==> config.mk <==
export PLATFORM = sky130hd
export DESIGN_NAME = rgb_to_hsv_converter
export DESIGN_NICKNAME = d
export VERILOG_FILES = /design/src/rtl/hsv_pkg.sv /design/src/rtl/hsv_prep.sv /design/src/rtl/hsv_cell.sv /design/src/rtl/hsv_finish.sv /design/src/rtl/rgb_to_hsv_converter.sv
export SDC_FILE = /design/constraint.sdc
export NUM_CORES = 2
export LEC_CHECK = 0
export BUFFER_PORTS_ARGS = -buffer_cell sky130_fd_sc_hd__buf_4
export CAP_MARGIN = 40
export CORE_MARGIN = 5
export CORE_UTILIZATION = 67
export CTS_BUF_LIST = sky130_fd_sc_hd__clkbuf_16
export CTS_CLUSTER_DIAMETER = 40
export CTS_CLUSTER_SIZE = 25
export DETAILED_ROUTE_END_ITERATION = 12
export PLACE_DENSITY = 0.81
export SYNTH_ARGS = -nofsm -noshare
export SYNTH_HDL_FRONTEND = slang
export SYNTH_SLANG_ARGS = --single-unit
==> constraint.sdc <==
create_clock -name clk -period 14.5 [get_ports clk]
set_input_delay 2.175 -clock clk [delete_from_list [all_inputs] [get_ports clk]]
set_output_delay 2.175 -clock clk [all_outputs]
set_load 0.05 [all_outputs]
==> src/rtl/hsv_pkg.sv <==
package hsv_pkg;

  // field widths of the pixel and of the result word
  localparam int PIX_W = 8;
  localparam int HUE_W = 15;
  localparam int SAT_W = 16;

  // largest codes the result fields can carry
  localparam logic [HUE_W-1:0] HUE_FIELD_MAX = 15'h7fff;
  localparam logic [SAT_W-1:0] SAT_FIELD_MAX = 16'hffff;

  // width of 60 * a, where a is at most 510
  localparam int HUE_NUM_W = 15;

  // hue sector: which channel is the max, and for red which side of zero
  typedef logic [1:0] hsv_sector_t;
  localparam hsv_sector_t SEC_RED_UP   = 2'd0;  // base 0 degrees
  localparam hsv_sector_t SEC_RED_DOWN = 2'd1;  // base 300 degrees
  localparam hsv_sector_t SEC_GREEN    = 2'd2;  // base 60 degrees
  localparam hsv_sector_t SEC_BLUE     = 2'd3;  // base 180 degrees

  // base angle in whole degrees for each sector
  localparam logic [8:0] DEG_RED_UP   = 9'd0;
  localparam logic [8:0] DEG_RED_DOWN = 9'd300;
  localparam logic [8:0] DEG_GREEN    = 9'd60;
  localparam logic [8:0] DEG_BLUE     = 9'd180;

  // side data that rides along the divider chain
  typedef struct packed {
    hsv_sector_t      sector;
    logic [PIX_W-1:0] mx;
    logic [PIX_W-1:0] delta;
  } hsv_side_t;

endpackage

==> src/rtl/hsv_prep.sv <==
module hsv_prep #(
  parameter int HUE_FRAC_BITS = 6,
  parameter int SAT_BITS      = 16,
  parameter int N             = 24
) (
  input  logic [hsv_pkg::PIX_W-1:0] red,
  input  logic [hsv_pkg::PIX_W-1:0] green,
  input  logic [hsv_pkg::PIX_W-1:0] blue,
  output hsv_pkg::hsv_side_t        side,
  output logic [N-1:0]              dvd_h,
  output logic [N-1:0]              dvd_s
);
  import hsv_pkg::*;

  logic [PIX_W-1:0]     mx_rg;
  logic [PIX_W-1:0]     mn_rg;
  logic [PIX_W-1:0]     mx;
  logic [PIX_W-1:0]     mn;
  logic [PIX_W-1:0]     delta;
  logic [PIX_W-1:0]     add_term;
  logic [PIX_W-1:0]     sub_term;
  logic                 use_delta;
  hsv_sector_t          sector;
  logic [9:0]           a_sum;
  logic [8:0]           a_val;
  logic [HUE_NUM_W-1:0] num;

  // find the largest and smallest channel
  assign mx_rg = (red > green) ? red : green;
  assign mn_rg = (red < green) ? red : green;
  assign mx    = (mx_rg > blue) ? mx_rg : blue;
  assign mn    = (mn_rg < blue) ? mn_rg : blue;
  assign delta = mx - mn;

  // pick the sector; the offset within it is a = [delta] + add - sub, 0..2*delta
  always_comb begin
    sector    = SEC_BLUE;
    use_delta = 1'b1;
    add_term  = red;
    sub_term  = green;
    if (red == mx) begin
      add_term = green;
      sub_term = blue;
      if (green >= blue) begin
        sector    = SEC_RED_UP;
        use_delta = 1'b0;
      end else begin
        sector    = SEC_RED_DOWN;
      end
    end else if (green == mx) begin
      sector   = SEC_GREEN;
      add_term = blue;
      sub_term = red;
    end
  end

  assign a_sum = (use_delta ? {2'b00, delta} : 10'd0) + {2'b00, add_term}
                 - {2'b00, sub_term};
  assign a_val = a_sum[8:0];

  // 60 * a as 64a - 4a
  assign num = ({6'd0, a_val} << 6) - ({6'd0, a_val} << 2);

  // dividends scaled so both quotients come out of the last cell
  assign dvd_h = {{(N-HUE_NUM_W){1'b0}}, num} << HUE_FRAC_BITS;
  assign dvd_s = {{(N-PIX_W){1'b0}}, delta} << SAT_BITS;

  assign side.sector = sector;
  assign side.mx     = mx;
  assign side.delta  = delta;

endmodule

==> src/rtl/hsv_cell.sv <==
module hsv_cell #(
  parameter int N = 24
) (
  input  logic                         clk,
  input  logic                         rst_n,
  input  logic                         up_valid,
  output logic                         up_ready,
  input  hsv_pkg::hsv_side_t           up_side,
  input  logic [N-1:0]                 up_dvd_h,
  input  logic [N-1:0]                 up_dvd_s,
  input  logic [hsv_pkg::PIX_W-1:0]    up_rem_h,
  input  logic [hsv_pkg::PIX_W-1:0]    up_rem_s,
  input  logic [N-1:0]                 up_quo_h,
  input  logic [N-1:0]                 up_quo_s,
  output logic                         dn_valid,
  input  logic                         dn_ready,
  output hsv_pkg::hsv_side_t           dn_side,
  output logic [N-1:0]                 dn_dvd_h,
  output logic [N-1:0]                 dn_dvd_s,
  output logic [hsv_pkg::PIX_W-1:0]    dn_rem_h,
  output logic [hsv_pkg::PIX_W-1:0]    dn_rem_s,
  output logic [N-1:0]                 dn_quo_h,
  output logic [N-1:0]                 dn_quo_s
);
  import hsv_pkg::*;

  logic             valid_r;
  hsv_side_t        side_r;
  logic [N-1:0]     dvd_h_r;
  logic [N-1:0]     dvd_s_r;
  logic [PIX_W-1:0] rem_h_r;
  logic [PIX_W-1:0] rem_s_r;
  logic [N-1:0]     quo_h_r;
  logic [N-1:0]     quo_s_r;

  logic [PIX_W:0]   sh_h;
  logic [PIX_W:0]   sh_s;
  logic [PIX_W:0]   df_h;
  logic [PIX_W:0]   df_s;
  logic             ge_h;
  logic             ge_s;
  logic [PIX_W-1:0] rem_h_nxt;
  logic [PIX_W-1:0] rem_s_nxt;
  logic [N-1:0]     quo_h_nxt;
  logic [N-1:0]     quo_s_nxt;

  // hue step: bring down one dividend bit, subtract delta if it fits
  assign sh_h      = {up_rem_h, up_dvd_h[N-1]};
  assign df_h      = sh_h - {1'b0, up_side.delta};
  assign ge_h      = sh_h >= {1'b0, up_side.delta};
  assign rem_h_nxt = ge_h ? df_h[PIX_W-1:0] : sh_h[PIX_W-1:0];
  assign quo_h_nxt = {up_quo_h[N-2:0], ge_h};

  // saturation step: same against max
  assign sh_s      = {up_rem_s, up_dvd_s[N-1]};
  assign df_s      = sh_s - {1'b0, up_side.mx};
  assign ge_s      = sh_s >= {1'b0, up_side.mx};
  assign rem_s_nxt = ge_s ? df_s[PIX_W-1:0] : sh_s[PIX_W-1:0];
  assign quo_s_nxt = {up_quo_s[N-2:0], ge_s};

  // take a word when empty or when the neighbor takes ours
  assign up_ready = !valid_r || dn_ready;

  always_ff @(posedge clk) begin
    if (!rst_n) begin
      valid_r <= 1'b0;
    end else if (up_ready) begin
      valid_r <= up_valid;
    end
  end

  // advance the payload
  always_ff @(posedge clk) begin
    if (up_ready && up_valid) begin
      side_r  <= up_side;
      dvd_h_r <= up_dvd_h << 1;
      dvd_s_r <= up_dvd_s << 1;
      rem_h_r <= rem_h_nxt;
      rem_s_r <= rem_s_nxt;
      quo_h_r <= quo_h_nxt;
      quo_s_r <= quo_s_nxt;
    end
  end

  assign dn_valid = valid_r;
  assign dn_side  = side_r;
  assign dn_dvd_h = dvd_h_r;
  assign dn_dvd_s = dvd_s_r;
  assign dn_rem_h = rem_h_r;
  assign dn_rem_s = rem_s_r;
  assign dn_quo_h = quo_h_r;
  assign dn_quo_s = quo_s_r;

endmodule

==> src/rtl/hsv_finish.sv <==
module hsv_finish #(
  parameter int HUE_FRAC_BITS = 6,
  parameter int SAT_BITS      = 16,
  parameter int N             = 24
) (
  input  logic                          clk,
  input  logic                          rst_n,
  input  logic                          up_valid,
  output logic                          up_ready,
  input  hsv_pkg::hsv_side_t            up_side,
  input  logic [N-1:0]                  up_quo_h,
  input  logic [N-1:0]                  up_quo_s,
  output logic                          out_valid,
  input  logic                          out_stall,
  output logic [hsv_pkg::HUE_W-1:0]     out_hue,
  output logic [hsv_pkg::SAT_W-1:0]     out_saturation,
  output logic [hsv_pkg::PIX_W-1:0]     out_brightness
);
  import hsv_pkg::*;

  localparam logic [N-1:0] SAT_CAP = (SAT_BITS >= SAT_W) ? N'(SAT_FIELD_MAX)
                                                         : N'((1 << SAT_BITS) - 1);
  localparam logic [N+1:0] HUE_CAP = {{(N+2-HUE_W){1'b0}}, HUE_FIELD_MAX};

  logic             valid_r;
  logic [HUE_W-1:0] hue_r;
  logic [SAT_W-1:0] sat_r;
  logic [PIX_W-1:0] bright_r;

  logic [8:0]       base_deg;
  logic [N+1:0]     hue_sum;
  logic [HUE_W-1:0] hue_nxt;
  logic [N-1:0]     sat_clip;
  logic [SAT_W-1:0] sat_nxt;

  // base angle of the sector
  always_comb begin
    case (up_side.sector)
      SEC_RED_UP:   base_deg = DEG_RED_UP;
      SEC_RED_DOWN: base_deg = DEG_RED_DOWN;
      SEC_GREEN:    base_deg = DEG_GREEN;
      SEC_BLUE:     base_deg = DEG_BLUE;
      default:      base_deg = DEG_RED_UP;
    endcase
  end

  // add the scaled base, clip to the field; gray pixels have no hue
  assign hue_sum = ({{(N-7){1'b0}}, base_deg} << HUE_FRAC_BITS) + {2'b00, up_quo_h};
  assign hue_nxt = (up_side.delta == '0) ? '0 :
                   (hue_sum > HUE_CAP)   ? HUE_FIELD_MAX : hue_sum[HUE_W-1:0];

  // clip saturation; black pixels have none
  assign sat_clip = (up_quo_s > SAT_CAP) ? SAT_CAP : up_quo_s;
  assign sat_nxt  = (up_side.mx == '0) ? '0 : sat_clip[SAT_W-1:0];

  // output register frees as soon as its word is taken
  assign up_ready = !valid_r || !out_stall;

  always_ff @(posedge clk) begin
    if (!rst_n) begin
      valid_r <= 1'b0;
    end else if (up_ready) begin
      valid_r <= up_valid;
    end
  end

  // hold the result word until taken
  always_ff @(posedge clk) begin
    if (up_ready && up_valid) begin
      hue_r    <= hue_nxt;
      sat_r    <= sat_nxt;
      bright_r <= up_side.mx;
    end
  end

  assign out_valid      = valid_r;
  assign out_hue        = hue_r;
  assign out_saturation = sat_r;
  assign out_brightness = bright_r;

endmodule

==> src/rtl/rgb_to_hsv_converter.sv <==
// RGB to HSV conversion, one 8-bit pixel per word, one word per clock
// sustained while out_stall is low. brightness is the largest channel;
// saturation is floor(delta * 2^SAT_BITS / max), clipped to its field
// (0 for black); hue is degrees * 2^HUE_FRAC_BITS, floored, in 0 up to
// below 360 degrees (0 for gray). Both quotients are formed by a chain of
// restoring-divide cells, one quotient bit per cell, with N = max(15 +
// HUE_FRAC_BITS, 8 + SAT_BITS) cells (24 at the defaults), followed by an
// output register: N + 1 registers in all. Each cell is a stage with its
// own valid, so empty stages fill while the output stalls; in_stall
// follows out_stall back through the chain within the same cycle once
// every stage is full.
module rgb_to_hsv_converter #(
  parameter int HUE_FRAC_BITS = 6,
  parameter int SAT_BITS      = 16
) (
  input  logic                          clk,
  input  logic                          rst_n,
  input  logic                          in_valid,
  output logic                          in_stall,
  input  logic [hsv_pkg::PIX_W-1:0]     in_red,
  input  logic [hsv_pkg::PIX_W-1:0]     in_green,
  input  logic [hsv_pkg::PIX_W-1:0]     in_blue,
  output logic                          out_valid,
  input  logic                          out_stall,
  output logic [hsv_pkg::HUE_W-1:0]     out_hue,
  output logic [hsv_pkg::SAT_W-1:0]     out_saturation,
  output logic [hsv_pkg::PIX_W-1:0]     out_brightness
);
  import hsv_pkg::*;

  localparam int N_HUE = HUE_NUM_W + HUE_FRAC_BITS;
  localparam int N_SAT = PIX_W + SAT_BITS;
  localparam int N     = (N_HUE > N_SAT) ? N_HUE : N_SAT;

  // per-stage links; index k feeds cell k, index N feeds the output stage
  logic             vld_a  [0:N];
  logic             rdy_a  [0:N];
  hsv_side_t        side_a [0:N];
  logic [N-1:0]     dvdh_a [0:N];
  logic [N-1:0]     dvds_a [0:N];
  logic [PIX_W-1:0] remh_a [0:N];
  logic [PIX_W-1:0] rems_a [0:N];
  logic [N-1:0]     quoh_a [0:N];
  logic [N-1:0]     quos_a [0:N];

  // front end: sort channels, pick sector, form dividends
  hsv_prep #(
    .HUE_FRAC_BITS (HUE_FRAC_BITS),
    .SAT_BITS      (SAT_BITS),
    .N             (N)
  ) u_prep (
    .red   (in_red),
    .green (in_green),
    .blue  (in_blue),
    .side  (side_a[0]),
    .dvd_h (dvdh_a[0]),
    .dvd_s (dvds_a[0])
  );

  assign vld_a[0]  = in_valid;
  assign remh_a[0] = '0;
  assign rems_a[0] = '0;
  assign quoh_a[0] = '0;
  assign quos_a[0] = '0;
  assign in_stall  = !rdy_a[0];

  // divider chain, one quotient bit per cell
  for (genvar k = 0; k < N; k++) begin : g_cell
    hsv_cell #(
      .N (N)
    ) u_cell (
      .clk      (clk),
      .rst_n    (rst_n),
      .up_valid (vld_a[k]),
      .up_ready (rdy_a[k]),
      .up_side  (side_a[k]),
      .up_dvd_h (dvdh_a[k]),
      .up_dvd_s (dvds_a[k]),
      .up_rem_h (remh_a[k]),
      .up_rem_s (rems_a[k]),
      .up_quo_h (quoh_a[k]),
      .up_quo_s (quos_a[k]),
      .dn_valid (vld_a[k+1]),
      .dn_ready (rdy_a[k+1]),
      .dn_side  (side_a[k+1]),
      .dn_dvd_h (dvdh_a[k+1]),
      .dn_dvd_s (dvds_a[k+1]),
      .dn_rem_h (remh_a[k+1]),
      .dn_rem_s (rems_a[k+1]),
      .dn_quo_h (quoh_a[k+1]),
      .dn_quo_s (quos_a[k+1])
    );
  end

  // back end: add sector base, clip, hold the result word
  hsv_finish #(
    .HUE_FRAC_BITS (HUE_FRAC_BITS),
    .SAT_BITS      (SAT_BITS),
    .N             (N)
  ) u_finish (
    .clk            (clk),
    .rst_n          (rst_n),
    .up_valid       (vld_a[N]),
    .up_ready       (rdy_a[N]),
    .up_side        (side_a[N]),
    .up_quo_h       (quoh_a[N]),
    .up_quo_s       (quos_a[N]),
    .out_valid      (out_valid),
    .out_stall      (out_stall),
    .out_hue        (out_hue),
    .out_saturation (out_saturation),
    .out_brightness (out_brightness)
  );

endmodule
==> flow_summary.yaml <==
logic_synthesis:
  synth_edf_count: 1556
  synthCells: 5021
  synth_area_um2: 69430
  yosysMostFrequentCell: "edfxtp_1"
  synth_top_cell_area_share_pct: 67.30
  ys.flop_type: "edfxtp_1"
  yosys_warnings: 0
  ys_seq_elements: 1581
  synth_area_leaders: "edfxtp_1 67%, ha_1 7.7%, inv_1 4.1%"
  synth.distinct_cells: 72
  synthTopCellsByCount: "1556 x edfxtp_1, 752 x inv_1, 436 x o21ai_0, 425 x ha_1, 336 x nand2_1"
  synth_seq_area_share_pct: 68.02
  yosys.area.top_type: "edfxtp_1"
  async_flop_share_pct: 0
  avgSynthCellArea_um2: 13.83
clock_network:
  post_cts_buffers: 0
  clkLatencyLatePin_ns: 0.78
  path_clk_slew_ns: 0.06
  cts_max_level: 4
  cts_tree: "built"
  cts_hold_buf: 0
  clock-root-buffer: "clkbuf_16"
  cts.sinks: 1581
  cts_buffers: 153
  cts_resized: 0
  clk_path_buf_depth: 3
route:
  drc: 0
  routed_wl_mm: 132.4
  via_count: 39590
  ant_nets: 0
  drtIter0Drc: 3556
  avgRoutedWirePerCell_um: 19.67
  viasPerCell: 5.881
  dr.pass1.iters: 6
timing:
  holdWs_ns: 0.3938
  finalSetupTns_ns: 0
  min_period_ns: 10.62
  setup_violations: 0
  slew_headroom_pct: 36.58
  worst_pin_slew_ns: 0.9513
  timing.fmax_mhz: 94.14
  rsz0062_at_grt: "false"
  finalMaxSlewViolations: 0
  hold_viol: 0
  finalCritPeriodShare_pct: 73.26
  skew_ns: 0.05159
final_layout:
  syn2layout_area_growth_pct: 11.53
  fin_cells: 6732
  drive_gt1_share_pct: 8.148
  utilization_pct: 75.03
  nNetsFinal: 5730
worst_setup_path:
  cp_max_fo: 13
  critical_path_depth: 36
  cp-start-kind: "input port"
  crit_path_end: "g_cell[0].u_cell.dn_dvd_h[19]$_DFFE_PP_"
  arrival_ns: 11.09
  crit_family: "compound AO/OA/AOI/OAI gates"
  cp-startpoint: "in_green[1]"
  path_buf_inv: 6
  r2r_end: "g_cell[0].u_cell.dn_dvd_h[21]$_DFFE_PP_"
  rr_worst_depth: 12
  r2r_slack_ns: 9.77
  max_stage_delay_ns: 0.59
  critPathCaptureType: "flip-flop"
  cp_slowest_cell: "fa_1"
  r2r_start: "u_finish.out_valid$_SDFFE_PN0P_"
  crit_type: "in2reg"
  cp.required_ns: 14.97
power:
  powerDensity_nw_per_um2: 140.3
  max-vdd-ir-drop_uv: 225.2
  p_leak_nw: 29.56
  fin_total_pwr_w: 0.01086
floorplanning:
  die_w_um: 331.9
  core_region_area_um2: 103200
  pin_count: 69
  core.rowCount: 118
  dieHeight_um: 331.9
  die_area_um2: 110200
  initial_core_util_pct: 67.27
placement:
  dp_cells: 6440
  dp_hpwl_mm: 85.62
  port_buffers: 68
  place_congestion: 0.8706
global_routing:
  overflow: 0
  grt_pass1_vias: 40850
  antenna_found_initial: 2
  grt_max_degree: 69
  grt_usage_pct: 24.10
  grt_pass1_wl_mm: 212.9
job:
  maxCapViolCount: 0
status:
  outcome: "complete, no violations"
hold_path:
  hold_class: "reg2reg"
## cell type report
cell class              count  area (µm²)
diodes                      1       2.502
clock buffers             160        4004
clock inverters           122        1479
fillers                  5782       25770
inverters                 753        2826
multi-input cells        2626       19350
flip-flops and latches   1581       47230
well taps                1380        1727
repair buffers            109       818.3
## flip-flops by register name, indices dropped and copies added, names as in the netlist
register and flops:
g_cell.u_cell.dn_quo_h 300, g_cell.u_cell.dn_valid 24, u_finish.out_valid 1, g_cell.u_cell.dn_quo_s 300
u_finish.out_brightness 8, g_cell.u_cell.dn_side 432, u_finish.out_saturation 16, u_finish.out_hue 15
g_cell.u_cell.dn_rem_h 184, g_cell.u_cell.dn_dvd_h 117, g_cell.u_cell.dn_rem_s 184
## per-stage QoR
stage	area, µm²	setup slack, ns
global route	77430	3.298
CTS	77360	3.930
floorplan	69440	4.247
detailed placement	71880	3.186
global placement	71850	3.360
finish	77430	3.877
## placed cells by master, fill, tap and decap left out, types with 14 or more instances in the layout
cell type  synthesis  final
dfxtp_1           25     25
or4_1             45     45
ha_1             425    425
o211a_1           45     45
inv_8              0     23
nand2b_1          14     14
edfxtp_1        1556   1556
mux2i_1           18     18
nor2_1           122    122
inv_6              0     20
clkinv_8           0     21
o21ai_0          436    436
and3_1            92     92
inv_1            752    760
clkbuf_16          0    160
nand3_1           39     39
nor2b_1          127    113
xor2_1           108    108
xnor2_1           72     72
o211ai_1          15     15
nor3_1            15     15
a21o_1            54     54
nor2b_4            1     15
nand4_1           70     70
o21a_1            54     54
a21oi_1          235    235
nand2_1          336    336
o31ai_1           89     89
fa_1              53     53
o21bai_1          47     47
buf_4              1    109
## worst min-delay path by stage
stage,from,endpoint,slack (ns),cells after the start
floorplan,g_cell[9].u_cell.dn_dvd_h[18]$_DFFE_PP_,g_cell[10].u_cell.dn_dvd_h[19]$_DFFE_PP_,0.40,0
global placement,g_cell[21].u_cell.dn_quo_s[11]$_DFFE_PP_,g_cell[22].u_cell.dn_quo_s[12]$_DFFE_PP_,0.40,0
detailed placement,g_cell[9].u_cell.dn_dvd_h[18]$_DFFE_PP_,g_cell[10].u_cell.dn_dvd_h[19]$_DFFE_PP_,0.40,0
CTS,g_cell[8].u_cell.dn_dvd_h[21]$_DFFE_PP_,g_cell[9].u_cell.dn_dvd_h[22]$_DFFE_PP_,0.40,0
global route,g_cell[6].u_cell.dn_quo_s[0]$_DFFE_PP_,g_cell[7].u_cell.dn_quo_s[1]$_DFFE_PP_,0.40,0
finish,g_cell[8].u_cell.dn_dvd_h[21]$_DFFE_PP_,g_cell[9].u_cell.dn_dvd_h[22]$_DFFE_PP_,0.39,0
## worst register-to-register path, stage by stage (launching register included)
cell     delay (ns)
dfxtp_1        0.40
and3_1         0.26
and2_1         0.31
and3_1         0.33
nand2_1        0.12
nor4_1         0.71
and4_1         0.47
and3_1         0.46
nand3_1        0.15
nor2_1         0.44
and3_1         0.33
nor2b_4        0.05
buf_4          0.30
## power breakdown
group	switching, W	internal [W]	total [W]
registers	0.0000533	0.00514	0.00520
logic	0.000865	0.000600	0.00146
clock network	0.00186	0.00234	0.00420
total	0.00278	0.00808	0.0109
## logic make-up after synthesis
logic type      count (synthesis)  share of synthesized area [%]
flops                        1581                          68.02
mux                            28                         0.4217
compound gates               1041                          9.180
fa+ha+maj                     481                          9.231
other cells                     1                       0.005401
simple gates                  892                          6.408
buf+inv                       816                          4.439
xor+xnor                      181                          2.294
## routing by layer
metal	global-route usage [%]	vias to the layer above	part of all wire (%)
li1	-	18610	-
met1	29.33	19330	38
met2	44.06	1292	53
met3	3.606	353	5.0
met4	8.708	2	3.5
met5	0	-	0.0098
No activity file was read; power rests on OpenSTA's default activity.
